--- src/rtl/chip8_instruction_core_defines.svh ---
// assertion helpers shared by the core
`ifndef CHIP8_INSTRUCTION_CORE_DEFINES_SVH
`define CHIP8_INSTRUCTION_CORE_DEFINES_SVH

// condition holds in the same cycle as the trigger
`define CIC_ASSERT_IMP(lbl, trig, cond, msg) \
    lbl: assert property (@(posedge i_clk) disable iff (!i_rst_n) (trig) |-> (cond)) \
        else $error(msg);

// condition holds in the cycle after the trigger
`define CIC_ASSERT_NXT(lbl, trig, cond, msg) \
    lbl: assert property (@(posedge i_clk) disable iff (!i_rst_n) (trig) |=> (cond)) \
        else $error(msg);

`endif

--- src/rtl/cic_pkg.sv ---
package cic_pkg;

    // geometry
    localparam int AW            = 12;
    localparam int MEM_BYTES     = 4096;
    localparam int SCREEN_WIDTH  = 64;
    localparam int SCREEN_HEIGHT = 32;
    localparam int COL_W         = $clog2(SCREEN_WIDTH);
    localparam int ROW_W         = $clog2(SCREEN_HEIGHT);
    localparam int STACK_DEPTH   = 16;
    localparam int SP_W          = $clog2(STACK_DEPTH);
    localparam int SC_W          = $clog2(STACK_DEPTH + 1);
    localparam int NREGS         = 16;
    localparam int RI_W          = $clog2(NREGS);

    localparam logic [AW-1:0] PROG_START = 12'h200;
    localparam logic [AW-1:0] FONT_BASE  = 12'h050;

    // item operations
    localparam logic [2:0] OP_WRITE = 3'd0;
    localparam logic [2:0] OP_EXEC  = 3'd1;
    localparam logic [2:0] OP_TICK  = 3'd2;
    localparam logic [2:0] OP_READ  = 3'd3;
    localparam logic [2:0] OP_PIXEL = 3'd4;

    // instruction groups (top nibble)
    localparam logic [3:0] OPC_SYS  = 4'h0;
    localparam logic [3:0] OPC_JP   = 4'h1;
    localparam logic [3:0] OPC_CALL = 4'h2;
    localparam logic [3:0] OPC_SEI  = 4'h3;
    localparam logic [3:0] OPC_SNEI = 4'h4;
    localparam logic [3:0] OPC_SER  = 4'h5;
    localparam logic [3:0] OPC_LDI  = 4'h6;
    localparam logic [3:0] OPC_ADDI = 4'h7;
    localparam logic [3:0] OPC_ALU  = 4'h8;
    localparam logic [3:0] OPC_SNER = 4'h9;
    localparam logic [3:0] OPC_LDIX = 4'hA;
    localparam logic [3:0] OPC_JPV0 = 4'hB;
    localparam logic [3:0] OPC_RND  = 4'hC;
    localparam logic [3:0] OPC_DRW  = 4'hD;
    localparam logic [3:0] OPC_KEY  = 4'hE;
    localparam logic [3:0] OPC_MISC = 4'hF;

    localparam logic [15:0] W_CLS = 16'h00E0;
    localparam logic [15:0] W_RET = 16'h00EE;

    // alu functions
    localparam logic [3:0] AL_MOV = 4'h0;
    localparam logic [3:0] AL_OR  = 4'h1;
    localparam logic [3:0] AL_AND = 4'h2;
    localparam logic [3:0] AL_XOR = 4'h3;
    localparam logic [3:0] AL_ADD = 4'h4;
    localparam logic [3:0] AL_SUB = 4'h5;
    localparam logic [3:0] AL_SHR = 4'h6;
    localparam logic [3:0] AL_SBN = 4'h7;
    localparam logic [3:0] AL_SHL = 4'hE;

    // key and misc functions
    localparam logic [7:0] FN_SKP  = 8'h9E;
    localparam logic [7:0] FN_SKNP = 8'hA1;
    localparam logic [7:0] FN_GDT  = 8'h07;
    localparam logic [7:0] FN_WKEY = 8'h0A;
    localparam logic [7:0] FN_SDT  = 8'h15;
    localparam logic [7:0] FN_SST  = 8'h18;
    localparam logic [7:0] FN_ADDI = 8'h1E;
    localparam logic [7:0] FN_FONT = 8'h29;
    localparam logic [7:0] FN_BCD  = 8'h33;
    localparam logic [7:0] FN_STR  = 8'h55;
    localparam logic [7:0] FN_LDR  = 8'h65;

    localparam logic [3:0] BCD_LAST = 4'd2;

    typedef enum logic [3:0] {
        ST_INIT, ST_IDLE, ST_DISPATCH, ST_HOST_RD, ST_FETCH_LO, ST_DECODE,
        ST_EXEC, ST_FLAG, ST_SPR_RD, ST_SPR_WR, ST_BCD, ST_ST_RD, ST_ST_WR,
        ST_LD_RD, ST_LD_WR, ST_OUT
    } t_state;

    typedef enum logic [2:0] {
        K_BASIC, K_FLAG, K_DRAW, K_BCD, K_STORE, K_LOAD
    } t_kind;

    typedef struct packed {
        logic [2:0]  op;
        logic [11:0] addr;
        logic [7:0]  data;
        logic [15:0] keys;
        logic [7:0]  random_byte;
    } t_in_item;

    typedef struct packed {
        logic [11:0] pc_now;
        logic [15:0] executed_opcode;
        logic        draw_request;
        logic        sound_on;
        logic        waiting_key;
        logic        fault;
        logic [7:0]  read_data;
    } t_out_item;

    typedef struct packed {
        logic latch;
        logic init_wr;
        logic host_wr;
        logic tick;
        logic host_mem_rd;
        logic host_pix_rd;
        logic host_cap;
        logic fetch_hi;
        logic fetch_lo;
        logic cap_op;
        logic exec;
        logic flag_wr;
        logic spr_rd;
        logic spr_wr;
        logic spr_end;
        logic bcd_wr;
        logic st_rd;
        logic st_wr;
        logic ld_rd;
        logic ld_wr;
        logic cnt_clr;
        logic cnt_inc;
        logic finish;
        logic out_load;
    } t_cmd;

    typedef struct packed {
        logic [2:0]      op;
        logic            halted;
        t_kind           kind;
        logic            init_last;
        logic            spr_done;
        logic            last_x;
        logic            last_bcd;
        logic [SC_W-1:0] sc;
    } t_stat;

endpackage

--- src/rtl/cic_ctrl.sv ---
module cic_ctrl (
    input  logic           i_clk,
    input  logic           i_rst_n,
    input  logic           i_in_valid,
    output logic           o_in_ready,
    input  logic           i_out_ready,
    output logic           o_out_valid,
    input  cic_pkg::t_stat i_stat,
    output cic_pkg::t_cmd  o_cmd
);
    import cic_pkg::*;

    t_state r_state, n_state;
    logic   r_out_valid;

    // state register
    always_ff @(posedge i_clk) begin
        if (!i_rst_n) begin
            r_state <= ST_INIT;
        end else begin
            r_state <= n_state;
        end
    end

    // result register occupancy
    always_ff @(posedge i_clk) begin
        if (!i_rst_n) begin
            r_out_valid <= 1'b0;
        end else if (o_cmd.out_load) begin
            r_out_valid <= 1'b1;
        end else if (i_out_ready) begin
            r_out_valid <= 1'b0;
        end
    end

    assign o_out_valid = r_out_valid;

    // next state and commands
    always_comb begin
        n_state    = r_state;
        o_cmd      = '0;
        o_in_ready = 1'b0;
        unique case (r_state)
            ST_INIT: begin
                o_cmd.init_wr = 1'b1;
                if (i_stat.init_last) begin
                    n_state = ST_IDLE;
                end
            end
            ST_IDLE: begin
                o_in_ready = 1'b1;
                if (i_in_valid) begin
                    o_cmd.latch = 1'b1;
                    n_state     = ST_DISPATCH;
                end
            end
            ST_DISPATCH: begin
                unique case (i_stat.op)
                    OP_WRITE: begin
                        o_cmd.host_wr = 1'b1;
                        n_state       = ST_OUT;
                    end
                    OP_TICK: begin
                        o_cmd.tick = 1'b1;
                        n_state    = ST_OUT;
                    end
                    OP_READ: begin
                        o_cmd.host_mem_rd = 1'b1;
                        n_state           = ST_HOST_RD;
                    end
                    OP_PIXEL: begin
                        o_cmd.host_pix_rd = 1'b1;
                        n_state           = ST_HOST_RD;
                    end
                    OP_EXEC: begin
                        if (i_stat.halted) begin
                            n_state = ST_OUT;
                        end else begin
                            o_cmd.fetch_hi = 1'b1;
                            n_state        = ST_FETCH_LO;
                        end
                    end
                    default: begin
                        n_state = ST_OUT;
                    end
                endcase
            end
            ST_HOST_RD: begin
                o_cmd.host_cap = 1'b1;
                n_state        = ST_OUT;
            end
            ST_FETCH_LO: begin
                o_cmd.fetch_lo = 1'b1;
                n_state        = ST_DECODE;
            end
            ST_DECODE: begin
                o_cmd.cap_op = 1'b1;
                n_state      = ST_EXEC;
            end
            ST_EXEC: begin
                unique case (i_stat.kind)
                    K_BASIC: begin
                        o_cmd.exec = 1'b1;
                        n_state    = ST_OUT;
                    end
                    K_FLAG: begin
                        o_cmd.exec = 1'b1;
                        n_state    = ST_FLAG;
                    end
                    K_DRAW: begin
                        o_cmd.cnt_clr = 1'b1;
                        n_state       = ST_SPR_RD;
                    end
                    K_BCD: begin
                        o_cmd.cnt_clr = 1'b1;
                        n_state       = ST_BCD;
                    end
                    K_STORE: begin
                        o_cmd.cnt_clr = 1'b1;
                        n_state       = ST_ST_RD;
                    end
                    K_LOAD: begin
                        o_cmd.cnt_clr = 1'b1;
                        n_state       = ST_LD_RD;
                    end
                    default: begin
                        n_state = ST_OUT;
                    end
                endcase
            end
            ST_FLAG: begin
                o_cmd.flag_wr = 1'b1;
                n_state       = ST_OUT;
            end
            // sprite: one row per read and write pair
            ST_SPR_RD: begin
                if (i_stat.spr_done) begin
                    o_cmd.spr_end = 1'b1;
                    o_cmd.finish  = 1'b1;
                    n_state       = ST_OUT;
                end else begin
                    o_cmd.spr_rd = 1'b1;
                    n_state      = ST_SPR_WR;
                end
            end
            ST_SPR_WR: begin
                o_cmd.spr_wr  = 1'b1;
                o_cmd.cnt_inc = 1'b1;
                n_state       = ST_SPR_RD;
            end
            ST_BCD: begin
                o_cmd.bcd_wr = 1'b1;
                if (i_stat.last_bcd) begin
                    o_cmd.finish = 1'b1;
                    n_state      = ST_OUT;
                end else begin
                    o_cmd.cnt_inc = 1'b1;
                end
            end
            ST_ST_RD: begin
                o_cmd.st_rd = 1'b1;
                n_state     = ST_ST_WR;
            end
            ST_ST_WR: begin
                o_cmd.st_wr = 1'b1;
                if (i_stat.last_x) begin
                    o_cmd.finish = 1'b1;
                    n_state      = ST_OUT;
                end else begin
                    o_cmd.cnt_inc = 1'b1;
                    n_state       = ST_ST_RD;
                end
            end
            ST_LD_RD: begin
                o_cmd.ld_rd = 1'b1;
                n_state     = ST_LD_WR;
            end
            ST_LD_WR: begin
                o_cmd.ld_wr = 1'b1;
                if (i_stat.last_x) begin
                    o_cmd.finish = 1'b1;
                    n_state      = ST_OUT;
                end else begin
                    o_cmd.cnt_inc = 1'b1;
                    n_state       = ST_LD_RD;
                end
            end
            ST_OUT: begin
                if (!r_out_valid || i_out_ready) begin
                    o_cmd.out_load = 1'b1;
                    n_state        = ST_IDLE;
                end
            end
            default: begin
                n_state = ST_IDLE;
            end
        endcase
    end

endmodule

--- config.mk ---
export PLATFORM = sky130hd
export DESIGN_NAME = cic_ctrl
export DESIGN_NICKNAME = d
export VERILOG_FILES = /design/src/rtl/chip8_instruction_core_defines.svh /design/src/rtl/cic_pkg.sv /design/src/rtl/cic_ctrl.sv
export SDC_FILE = /design/constraint.sdc
export NUM_CORES = 1
export LEC_CHECK = 0
export ABC_CLOCK_PERIOD_IN_PS = 1300
export BUFFER_PORTS_ARGS = -buffer_cell sky130_fd_sc_hd__buf_2
export CAP_MARGIN = 20
export CORE_ASPECT_RATIO = 0.7
export CORE_MARGIN = 2
export CORE_UTILIZATION = 38
export CTS_CLUSTER_SIZE = 24
export DETAILED_ROUTE_END_ITERATION = 12
export PLACE_DENSITY = 0.75
export RECOVER_POWER = 25
export SYNTH_ARGS = -nofsm -noshare
export SYNTH_HDL_FRONTEND = slang
export SYNTH_SLANG_ARGS = --single-unit
export TNS_END_PERCENT = 20
--- constraint.sdc ---
create_clock -name i_clk -period 1.3 [get_ports i_clk]
set_input_delay 0.065 -clock i_clk [delete_from_list [all_inputs] [get_ports i_clk]]
set_output_delay 0.065 -clock i_clk [all_outputs]
set_load 0.01 [all_outputs]
=== After elaboration in Yosys (flattened, before gate mapping) ===
Index checks and enable logic that the tools add are counted.

* Flip-flop bits (word level): 5
* Bits of input ports: 20
* Output and inout bits: 26
* Word-level logic and storage cells: 93

* Equality and inequality tests: 28
* Muxes and demuxes: 51
* Reduce and logical (&&, ||, !) cells: 12

{| class="wikitable"
|+ Operators by type and width
! kind !! count
|-
| 4-bit one-hot mux with 15 select lines || 1
|-
| 1-bit 2-to-1 mux || 37
|-
| 4-bit equality test (second input constant) || 8
|-
| 4-bit 2-to-1 mux || 6
|-
| 4-bit one-hot mux with 5 select lines || 1
|-
| 4-bit by 3-bit equality test with 1-bit output (second input constant) || 4
|-
| 3-bit by 2-bit equality test with 1-bit output (second input constant) || 4
|-
| 3-bit equality test (second input constant) || 3
|-
| 4-bit by 2-bit equality test with 1-bit output (second input constant) || 2
|-
| 2-bit != test (second input constant) || 4
|-
| 4-bit one-hot mux with 2 select lines || 1
|-
| 2-bit OR reduction || 4
|-
| 3-bit by 1-bit equality test with 1-bit output (second input constant) || 2
|-
| 3-bit zero test || 2
|-
| 3-bit 2-to-1 mux || 2
|-
| 1-bit one-hot mux with 3 select lines || 2
|-
| 4-bit by 1-bit equality test with 1-bit output (second input constant) || 1
|-
| 4-bit zero test || 1
|-
| 4-bit AND reduction || 1
|-
| 4-bit OR reduction || 1
|-
| 2-bit 2-to-1 mux || 1
|-
| 2-bit nonzero test || 1
|-
| 1-bit zero test || 1
|-
| 1-bit logical OR || 1
|}

=== Depth between registers and ports, before layout ===
Gate-level depths: netlist (run 1).

* Word-level depth: 5
* Gate-level depth with buffers: 6

=== Worst setup path before layout (run 1) ===
Ideal clock, no wire load.

* Kind: flip-flop to flip-flop
* Start point: register r_state[1]
* End point: register r_state[2]
* Arrival time: 1.322 ns
* Required time: 1.172 ns
* Setup slack: -0.150 ns
* Stages on the path, launching flop included: 6
* Path buffers: 2
* Period minus slack after synthesis: 1.450 ns
* Path through: dfxtp_1 clkbuf_1 clkbuf_1 a41oi_1 a221oi_1 o22ai_1

* Word-level cells in the longest chain between the ends: 3
* Elaborated cells between the ends (all ways): 23

{| class="wikitable"
|+ Ends and longest elaborated chain
! what !! RTL line !! RTL
|-
| start: declaration || cic_ctrl.sv:13 || <nowiki>t_state r_state, n_state;</nowiki>
|-
| start signal: assignment || cic_ctrl.sv:21 || <nowiki>r_state <= n_state;</nowiki>
|-
| 4-bit by 3-bit equality test with 1-bit output (tied with other cells) || cic_ctrl.sv:43 || <nowiki>unique case (r_state)</nowiki>
|-
| 2-bit OR reduction (no line) / 2-bit != test (equally long branches) || - ||
|-
| 4-bit one-hot mux with 15 select lines / 4-bit AND reduction (equally long branches) || - ||
|}

Parallel ways exist; a longest one is shown, timed or not.
A chain may end at the register's enable or synchronous reset.

==> results of run 1 <==
==> report_power, final <==
part           switching [mW]  total (mW)  internal (mW)
logic                   0.251       0.480          0.229
clock network          0.0716       0.188          0.117
registers              0.0150       0.175          0.160
==> Yosys cell counts (2+ instances only) <==
| cell type | n |
|---|---|
| nor2_1 | 14 |
| inv_1 | 10 |
| nand2b_1 | 10 |
| a21oi_1 | 9 |
| nor3_1 | 8 |
| clkbuf_1 | 7 |
| nand2_1 | 7 |
| dfxtp_1 | 5 |
| o21ai_0 | 4 |
| a221oi_1 | 2 |
| a32o_1 | 2 |
| and3_1 | 2 |
| ha_1 | 2 |
| nand3b_1 | 2 |
| nor3b_1 | 2 |
| nor4_1 | 2 |
| nor4b_1 | 2 |
| o21ai_1 | 2 |
| o21bai_1 | 2 |
| o32a_1 | 2 |
==> registers in the layout, indices dropped and copies added (netlist names) <==
| register | count |
|---|---|
| r_state | 4 |
| o_out_valid | 1 |
==> metal layers <==
layer	up-vias	GRT usage [%]	part of all wire, %
met3	20	4.42	6.9
li1	570	-	-
met4	0	22.7	4.5
met2	76	53.7	49
met1	553	31.5	39
met5	-	0	0
==> layout make-up <==
cell class | count | area, um2
fill | 123 | 402
multi-input combinational | 93 | 747
tap | 22 | 27.5
inverter | 10 | 37.5
timing repair buffer | 77 | 499
sequential | 5 | 115
clock buffer | 4 | 26.3
==> through the flow <==
| step | utilization, % | instances | hold slack [ns] | TNS, ns | power (mW) |
|---|---|---|---|---|---|
| after global routing | 78.3 | 211 | 0.102 | -4.84 | 0.892 |
| after CTS | 75.0 | 211 | 0.0848 | -2.52 | 0.787 |
| final | 78.3 | 211 | 0.0946 | -3.19 | 0.843 |
| after floorplan | - | 116 | 0.163 | -0.00217 | 0.381 |
| after global placement | 65.7 | 201 | 0.333 | -0.785 | 0.513 |
| after detailed placement | 65.7 | 201 | 0.344 | -1.59 | 0.526 |
==> worst paths after layout <==
check | start | end | slack, ns
worst max-delay path | r_state[0] | o_cmd[20] | -0.26
worst max register to register | r_state[1] | r_state[0] | -0.24
worst min-delay path | i_rst_n | r_state[3] | 0.09
worst min register to register | o_out_valid | o_out_valid | 0.50
==> logic make-up after synthesis <==
logic type,synth area share [%]
fa+ha+maj,3.36
compound gates,29.6
simple gates,44.4
buf+inv,9.24
flops,13.4
==> what timing repair did <==
item | in CTS | in global routing
resized for setup | 29 | 14
pin swaps | 7 | 3
buffers inserted | 6 | 0
setup endpoints to repair | 28 | 29
cloned | 0 | 0
==> results by stage, run 1 <==
Run status:
- The flow ran to the end, but the final reports show violations.
- The final reports fail on negative setup slack.

Setup path:
- For the worst setup path, the data arrival time is 1.50 ns.
- The startpoint type of the worst setup path is a register.
- The kind of cell adding the most delay to the critical path is simple AND/OR/NAND/NOR gates.
- The maximum fanout along the worst path is 4.
- The critical path is of the register to output port type.
- The kind of end point of the critical path is an output port.
- The total buffers and inverters traversed by the critical path is 2.
- Measured in cells, the most critical reg-to-reg path has a length of 5.
- The slowest stage of the critical path is the dfxtp_4 cell.
- Traced cell by cell, the critical path runs through buf_6, nor4b_4, nand2b_1, nor3b_2, buf_2.
- The largest single stage delay on the critical path is 0.36 ns.
- At the worst endpoint, the required time is approximately 1.2 ns.
- The critical path runs through a total of 5 cells.

Floorplanning:
- Measured along the x axis, the die boundary spans roughly 57 um.
- In this run the core area contains 13 standard-cell rows.
- Once the floorplan was initialized, standard cells occupied 40.1% of the core.
- The number of ports placed on the die boundary is between 40 and 50.
- The area of the core is 1850 um2.
- The full die area is 2330 um2.
- The height of the chip is 41.0 um.

Synthesis:
- Counting flops and latches in the post-synthesis netlist gives 5.
- The synthesized design contains 0 enable-type register cells.
- The synthesized cell area is 744 um2.
- The post-synth net total is 138.
- The predominant post-synthesis flop cell is dfxtp_1.
- Synthesis handed over a netlist of 116 instances.
- dfxtp_1 takes more of the synthesized area than any other cell.
- Ranked by total cell area, the synthesized netlist is headed by dfxtp_1, nand2b_1, nor2_1.
- For this run, asynchronously set or reset flops after synthesis account for 0%.
- Sequential cells were found to cover a little over an eighth of the synthesized design area.
- The count of warnings emitted by yosys is 0.
- The number of different library cells used by synthesis comes to 40.
- After synthesis, the mean cell area works out to between 6 and 7 um2.
- The fraction of post-synthesis cell area in the top cell type by area is between 10% and 20%.

Placement:
- Timing analysis after detailed placement gives a worst setup slack of -0.218 ns.
- Port buffering added 40 buffers.
- The congestion estimate from routability-driven global placement came to 1.04.
- The detailed placer's ending HPWL is 2260 um.
- In this run the cell area measured after placement is 1220 um2.

Route:
- In the final routed layout, each cell accounts on average for 16.5 um.
- The number of detailed-route iterations in the first pass is 4.
- In this run, the number of DRC markers left after iteration 0 of detailed routing was 74.
- The routed layout has 1219 vias.
- Using the TritonRoute via totals, the vias-per-cell ratio works out to 5.78.
- The residual antenna-violating net count after detailed routing is 0.
- After detailed routing, the total wire length is around 3500 um.
- The detailed-route DRC error count is 0.

Clock network:
- The cell at the root of the clock tree is clkbuf_4.
- In this run the number of H-tree levels came out at 1.
- The CTS tree is yes.
- The clock buffer count from CTS is 3.
- The clock sink count is 5.
- The clock transition at the registers of the reported paths is 0.05 ns.
- The hold buffer count at cts is 0.
- The maximum clock insertion buffer count is 2.
- The latest clock arrival within the worst-skew pair is 0.25 ns.

Worst hold path:
- The cell count of the worst hold path is 2.
- The worst hold path class is input port to register.

STA:
- The final critical delay including setup and external delays is 1.56 ns.
- The count of endpoints failing hold in the final timing report came to 0.
- Of the available clock period, the critical path in the final layout requires 120%.
- Based on the critical path, the design can be clocked at up to around 640 MHz.
- The worst max-slew margin expressed relative to the limit is 76.0%.
- Setup repair after global routing could not meet its margin everywhere.
- Setup violations remaining at the end of the flow were counted as 24.
- The number of max-slew violations in the final report was 0.
- The clock arrives with 0.00892 ns of skew.
- The slew of the pin with the lowest slew margin is 0.356 ns.
- In the post-route analysis, the smallest setup slack over all paths is -0.262 ns.

Cells and area:
- Cells with a size suffix above 1 make up 60.8% of the layout.
- The final net count is 212.
- The number of antenna diodes in the final layout is 0.
- The library cell used most frequently in the layout, excluding fill and tap cells, is buf_2.
- From synthesis to final layout, the design area changed by 95.1%.
- The design area is 1450 um2.
- Leaving out fill and tap cells, the most frequent cells in the layout are buf_2, buf_4, nor2_1.

GRT:
- The number of global-route vias before repair is 1185.
- The first global-routing pass estimated ~5100 um of wire.
- The number of antenna violations at the first check in global routing is 0.
- The total global-route track usage is 28.9%.
- The aggregate global routing overflow is 0.
- The maximum number of pins on one net before global-route repair is 9.

Power:
- The highest ir drop seen on vdd is approximately 0.0006 V.
- The leakage power total is 0.673 nW.
- Power spread over the standard cell area amounts to 581 nW/um2.

Job:
- The tool flagged a number of max-cap violations equal to 0.
Power figures use the tool's default switching activity.
==> run 2: changes to the inputs <==
--- a/config.mk
+++ b/config.mk
@@ -15,6 +15,7 @@
 export DETAILED_ROUTE_END_ITERATION = 12
 export PLACE_DENSITY = 0.75
 export RECOVER_POWER = 25
+export REMOVE_ABC_BUFFERS = 1
 export SYNTH_ARGS = -nofsm -noshare
 export SYNTH_HDL_FRONTEND = slang
 export SYNTH_SLANG_ARGS = --single-unit
==> results by stage, run 2 (same netlist as run 1, synthesis figures left out) <==
Cells and area:
- Excluding fillers, the count of instances in the completed layout stands at 213.
- In the layout the commonest cells are buf_2, buf_4, inv_1.
- The commonest non-fill, non-tap cell in the layout is buf_2.
- Ranked by flip-flop count, first place goes to r_state.
- At the end of the flow, the number of nets in the layout was about 210.
- The filler cells instantiated in the layout total around 130.
- Cells with a size suffix above 1 make up a little over 60% of the layout.
- The number of flip-flops in the largest register is 4.
- The relative area change from synthesis to final layout is 98.3%.
- The repair_antennas step left the layout with diodes totalling 0.
- The post-route core utilization is 79.6%.
- Summing all non-filler instances in the final layout gives an area of 1480 um2.

Setup path:
- STA classifies the critical path startpoint as a register.
- The endpoint identified for the worst register-to-register timing path is r_state[3].
- Data on the critical path is required at its endpoint by 1.24 ns.
- The startpoint identified for the worst register-to-register timing path is r_state[3].
- The kind of critical path is register to output port.
- The maximum fanout along the worst path is 5.
- Data on the critical path arrives at its endpoint at 1.45 ns.
- For flop-to-flop paths, the worst setup slack is -0.19 ns.
- The number of cells on the worst reg-to-reg path is 4.
- The worst setup path is captured at an output port.

GRT:
- The aggregate global routing overflow is 0.
- The number of antenna violations at the first check in global routing is 0.
- The number of global-route vias before repair is between 1000 and 1500.
- The first global-routing pass estimated 4960 um of wire.
- The total global-route track usage is between 20% and 30%.
- The maximum number of pins on one net before global-route repair is 13.

STA:
- At the pin with the least slew margin, the transition time is ~0.34 ns.
- Subtracting the final worst setup slack from the clock period gives 1.51 ns.
- The slack of the critical path is -0.214 ns.
- Between clock sinks in the finished design, the worst skew comes to 0.0135 ns.
- Setup total negative slack on the finished layout was measured at -3.55 ns.
- The hold slack is 0.106 ns.
- The worst max-slew margin expressed relative to the limit is 77.5%.
- The number of max-slew violations in the final report is 0.
- Setup repair after global routing could not meet its margin everywhere.
- The count of endpoints failing hold in the final timing report is 0.
- The ratio of final minimum period to clock period is 116%.
- The number of endpoints failing setup at the final stage is 29.
- The maximum clock rate is ~660 MHz.

Clock network:
- The CTS tree is yes.
- In this run, CTS created clock tree buffers numbering 3.
- Counting along the longest clock path gives a buffer depth of 2.
- CTS placed an instance of clkbuf_4 at the clock tree root.
- The clock sink count is 5.
- The clock reaches the later pin of the worst-skew pair after between 0.2 and 0.3 ns.
- The clock transition at the registers of the reported paths is roughly 0.060 ns.
- The hold buffer count at cts is 0.
- The CTS H-tree depth is 1.

Route:
- The final layout contains routed wiring with a total length of 3650 um.
- After detailed routing, the number of vias per cell comes to approximately 6.
- For this run, design rule violations remaining after detail routing come to 0.
- The violation count after the first detailed-routing iteration is 92.
- The total number of vias is 1279.
- In this run the remaining antenna-violating nets after routing total 0.
- After detailed routing, the average wire length per cell comes to ~17 um.
- Before antenna repair, the detailed router went through 5 iterations.

Floorplanning:
- The initial utilization of the core area, before any placement, comes to 40.1%.
- In this run the horizontal extent of the chip is 56.9 um.
- The floorplan has 13 rows.
- The area of the core is between 1500 and 2000 um2.
- Pin placement for this block handled 46 I/O pins.
- Measured along the y axis, the die boundary spans a little over 40 um.
- The full die area is 2330 um2.

Power:
- For this design the ratio of total power to cell area is approximately 580 nW/um2.
- For this design the static power due to leakage is 0.691 nW.
- The highest ir drop seen on vdd is approximately 0.00053 V.
- The design draws 849 uW.

Placement:
- Once detailed placement completed, the half-perimeter wirelength came to 2180 um.
- The count of input and output buffers is 40.
- The worst setup timing slack at the placement stage is -0.239 ns.
- In this run, placement finished with an instance count of 199.
- After detailed placement, the total cell area comes to 1160 um2.
- The final weighted congestion in routability-driven placement is just under 0.9.

Run status:
- The checks that failed: negative setup slack.
- The run finished, with violations left.

Worst hold path:
- The min-delay analysis places its worst path in the category input port to register.
- The startpoint of the most critical hold path is i_out_ready.
- Along the worst hold path, the cell count comes to 4.
- The path with the worst hold slack has its endpoint at o_out_valid.

Job:
- The max-capacitance violation count is 0.
-- run 2: how the worst max path moves through the flow --
stage                           from    endpoint  slack (ns)  cells after the start
after floorplan           r_state[1]   o_cmd[18]       -0.26                      3
after global placement    r_state[0]  r_state[1]       -0.18                      6
after detailed placement  r_state[0]  r_state[1]       -0.24                      6
after CTS                 r_state[0]    o_cmd[2]       -0.18                      7
after global routing      r_state[3]   o_cmd[20]       -0.27                      5
final                     r_state[3]   o_cmd[20]       -0.21                      5
-- run 2: critical path, stage by stage (launching register included) --
cell and delay [ns]:
dfxtp_4 0.36, nor4b_4 0.26, buf_4 0.16, nand2b_4 0.06, nor3b_2 0.18, buf_2 0.16
-- run 2: repair_timing --
action | 4_1_cts | 5_1_grt
pin swaps | 8 | 5
setup endpoints to repair | 29 | 28
hold endpoints to repair | 0 | 0
resized for setup | 33 | 21
setup buffers | 6 | 4
-- run 2: power breakdown --
group / switching [mW] / internal (mW) / total (mW)
Sequential: 0.0251 / 0.160 / 0.185
Clock: 0.0824 / 0.117 / 0.200
Combinational: 0.235 / 0.230 / 0.464
Total: 0.342 / 0.507 / 0.849
-- run 2: layout make-up --
type / count / area (um2) / area share, %
Sequential cell: 5 / 115 / 7.80
Tap cell: 22 / 27.5 / 1.86
Clock buffer: 4 / 26.3 / 1.78
Inverter: 10 / 41.3 / 2.80
Timing Repair Buffer: 79 / 526 / 35.6
Multi-Input combinational cell: 93 / 741 / 50.2
-- run 2: routing by layer --
layer | global-route usage [%] | wire length (um)
met1 | 32.3 | 1440
met2 | 55.2 | 1760
met3 | 5.99 | 283
met5 | 0 | 0
met4 | 7.56 | 174
==> run 3: changes to the inputs <==
--- a/config.mk
+++ b/config.mk
@@ -13,9 +13,10 @@
 export CORE_UTILIZATION = 38
 export CTS_CLUSTER_SIZE = 24
 export DETAILED_ROUTE_END_ITERATION = 12
-export PLACE_DENSITY = 0.75
+export PLACE_DENSITY = 0.76
 export RECOVER_POWER = 25
 export REMOVE_ABC_BUFFERS = 1
+export SKIP_CTS_REPAIR_TIMING = 1
 export SYNTH_ARGS = -nofsm -noshare
 export SYNTH_HDL_FRONTEND = slang
 export SYNTH_SLANG_ARGS = --single-unit
==> results by stage, run 3 (same netlist as run 1, synthesis figures left out) <==
Run status:
- The run finished, with violations left.
- The final reports fail on negative setup slack.

Floorplanning:
- The overall die width is 56.9 um.
- The die covers between 2000 and 2500 um2.
- After floorplanning, the core was divided into 13 placement rows.
- From bottom edge to top edge, the die measures 41.0 um.
- In this run the count of I/O pins placed on the die edge is 46.
- The region available for standard cell placement spans 1850 um2.
- Once the floorplan was initialized, standard cells occupied 40.1% of the core.

STA:
- The final critical delay including setup and external delays is 1.51 ns.
- Setup repair after global routing could not meet its margin everywhere.
- The worst path uses 116% of the clock period.
- For the final database, setup skew stands at 0.00258 ns.
- In this run the tightest slew margin relative to its limit is roughly 76%.
- The aggregate negative setup slack is -2.96 ns.
- The number of max-slew violations in the final report is 0.
- The slew of the pin with the lowest slew margin is 0.355 ns.
- After layout, the worst setup slack is -0.209 ns.
- The maximum clock rate is 663 MHz.
- The count of endpoints failing hold in the final timing report is 0.
- The number of endpoints failing setup at the final stage is 29.

Cells and area:
- Relative to the synthesized area, the layout overhead comes to 80.5%.
- r_state holds more flip-flops than any other register.
- The filler cells instantiated in the layout total 148.
- Measured on the finished design, the core utilization comes to 72.5%.
- The count of antenna diodes in the layout is 0.
- The number of flip-flops in the largest register is 4.
- Leaving out fill and tap cells, the most frequent cell in the layout is buf_2.
- The area used by sequential logic in the layout is around 110 um2.
- In the layout the commonest cells are buf_2, buf_4, nor2_1.
- The final net count is 212.
- The area taken by multi-input logic gates is 649 um2.
- Cells with a size suffix above 1 make up 51.3% of the layout.

GRT:
- The number of antenna violations at the first check in global routing is 0.
- The total overflow left after global routing is 0.
- The first global-routing pass estimated roughly 4400 um of wire.
- The total global-route track usage is 24.2%.
- The maximum number of pins on one net before global-route repair is 14.
- The number of global-route vias before repair is 1005.

Placement:
- The detailed placer's ending HPWL is 2170 um.
- Input and output buffers added on the ports amount to 40.
- The congestion estimate from routability-driven global placement came to 0.922.

Route:
- The total number of vias is 1171.
- The detail route stage leaves a number of antenna-violating nets equal to 0.
- The detailed-route DRC error count is 0.
- The number of detailed-route iterations in the first pass is 4.
- For this block, the initial DRC count from the detailed router was between 40 and 50.
- The via count normalized by instance count is 5.55.
- After detailed routing, the average wire length per cell comes to 13.6 um.
- Wires add up to 2860 um.

Setup path:
- The register-to-register path setup slack is -0.21 ns.
- For the worst setup path, the data required time is 1.40 ns.
- The maximum fanout along the worst path is 13.
- The kind of end point of the critical path is a register.
- The worst setup path is launched from a register.
- The worst register-to-register path ends at r_state[0].
- The startpoint identified for the worst register-to-register timing path is r_state[3].
- The worst setup path is of the register to register kind.
- Data on the critical path arrives at its endpoint at 1.61 ns.
- The number of cells on the worst reg-to-reg path is 5.

Worst hold path:
- The cell count of the worst hold path is 2.
- In this run the most critical hold path is launched from i_rst_n.
- The worst-case hold path end point is r_state[3].
- The worst hold path class is input port to register.

Clock network:
- The latest clock arrival within the worst-skew pair is 0.24 ns.
- The CTS tree is yes.
- The longest clock path from root to sink contains 2 buffers.
- Clock-pin slew was measured on the worst setup and hold paths at 0.04 ns.
- The CTS H-tree depth is 1.
- The number of clock buffers added by TritonCTS is 3.
- The clock sink count is 5.
- Clock tree synthesis selected as its root buffer the cell clkbuf_4.

Power:
- The highest ir drop seen on vdd is about 0.00091 V.
- The leakage power total is between 0.6 and 0.7 nW.
- In this run the power density over the cells is 569 nW/um2.

Job:
- The max-capacitance violation count is 0.
-- run 3: cell count changes in the layout (fill, tap and decap cells not counted), moves of 3 or more --
cell      change
nor2_2        -4
nand2b_4      -4
buf_6         -3
nand2_1       +3
nand2b_1      +4
nor2_1        +6
nand2_2       -3
-- run 3: worst max path at each step --
stage | startpoint | end | slack [ns]
after global placement | r_state[1] | o_cmd[18] | -0.16
final | r_state[3] | r_state[0] | -0.21
after global routing | r_state[3] | o_cmd[11] | -0.25
after CTS | r_state[1] | o_cmd[18] | -0.48
after detailed placement | i_stat[10] | r_state[3] | -0.21
after floorplan | r_state[1] | o_cmd[18] | -0.26
-- run 3: critical path: stages, from the launching register on --
cell and delay [ns]:
dfxtp_1 0.42, buf_4 0.24, nand2b_1 0.12, o32a_1 0.22, o221ai_1 0.25, a221oi_1 0.12
-- run 3: power breakdown --
part	internal, mW	switching [mW]
clock	0.116	0.0594
sequential	0.162	0.0209
combinational	0.212	0.194
total	0.490	0.274
-- run 3: final cells by class --
cell class	count	share of cell area, %
clock buffers	4	1.96
well taps	22	2.05
flip-flops and latches	5	8.29
multi-input cells	93	48.3
repair buffers	77	36.6
inverters	10	2.79
-- run 3: metal layers --
layer  GRT usage, %  share of wire [%]  up-vias
li1               -                  -      577
met1           30.2                 45      557
met2           44.8                 49       33
met3           4.10                4.1        4
met4           6.40                1.1        0
met5              0                  0        -
-- run 3: stage by stage --
stage               setup slack [ns]  area, um2  cells  total power, mW  hold slack (ns)
detailed placement            -0.210       1210    206            0.532            0.331
global route                  -0.253       1340    211            0.814           0.0916
CTS                           -0.478       1240    210            0.713           0.0886
global placement              -0.163       1210    206            0.521            0.333
finish                        -0.209       1340    211            0.764           0.0997
floorplan                     -0.258        713    108            0.339            0.179
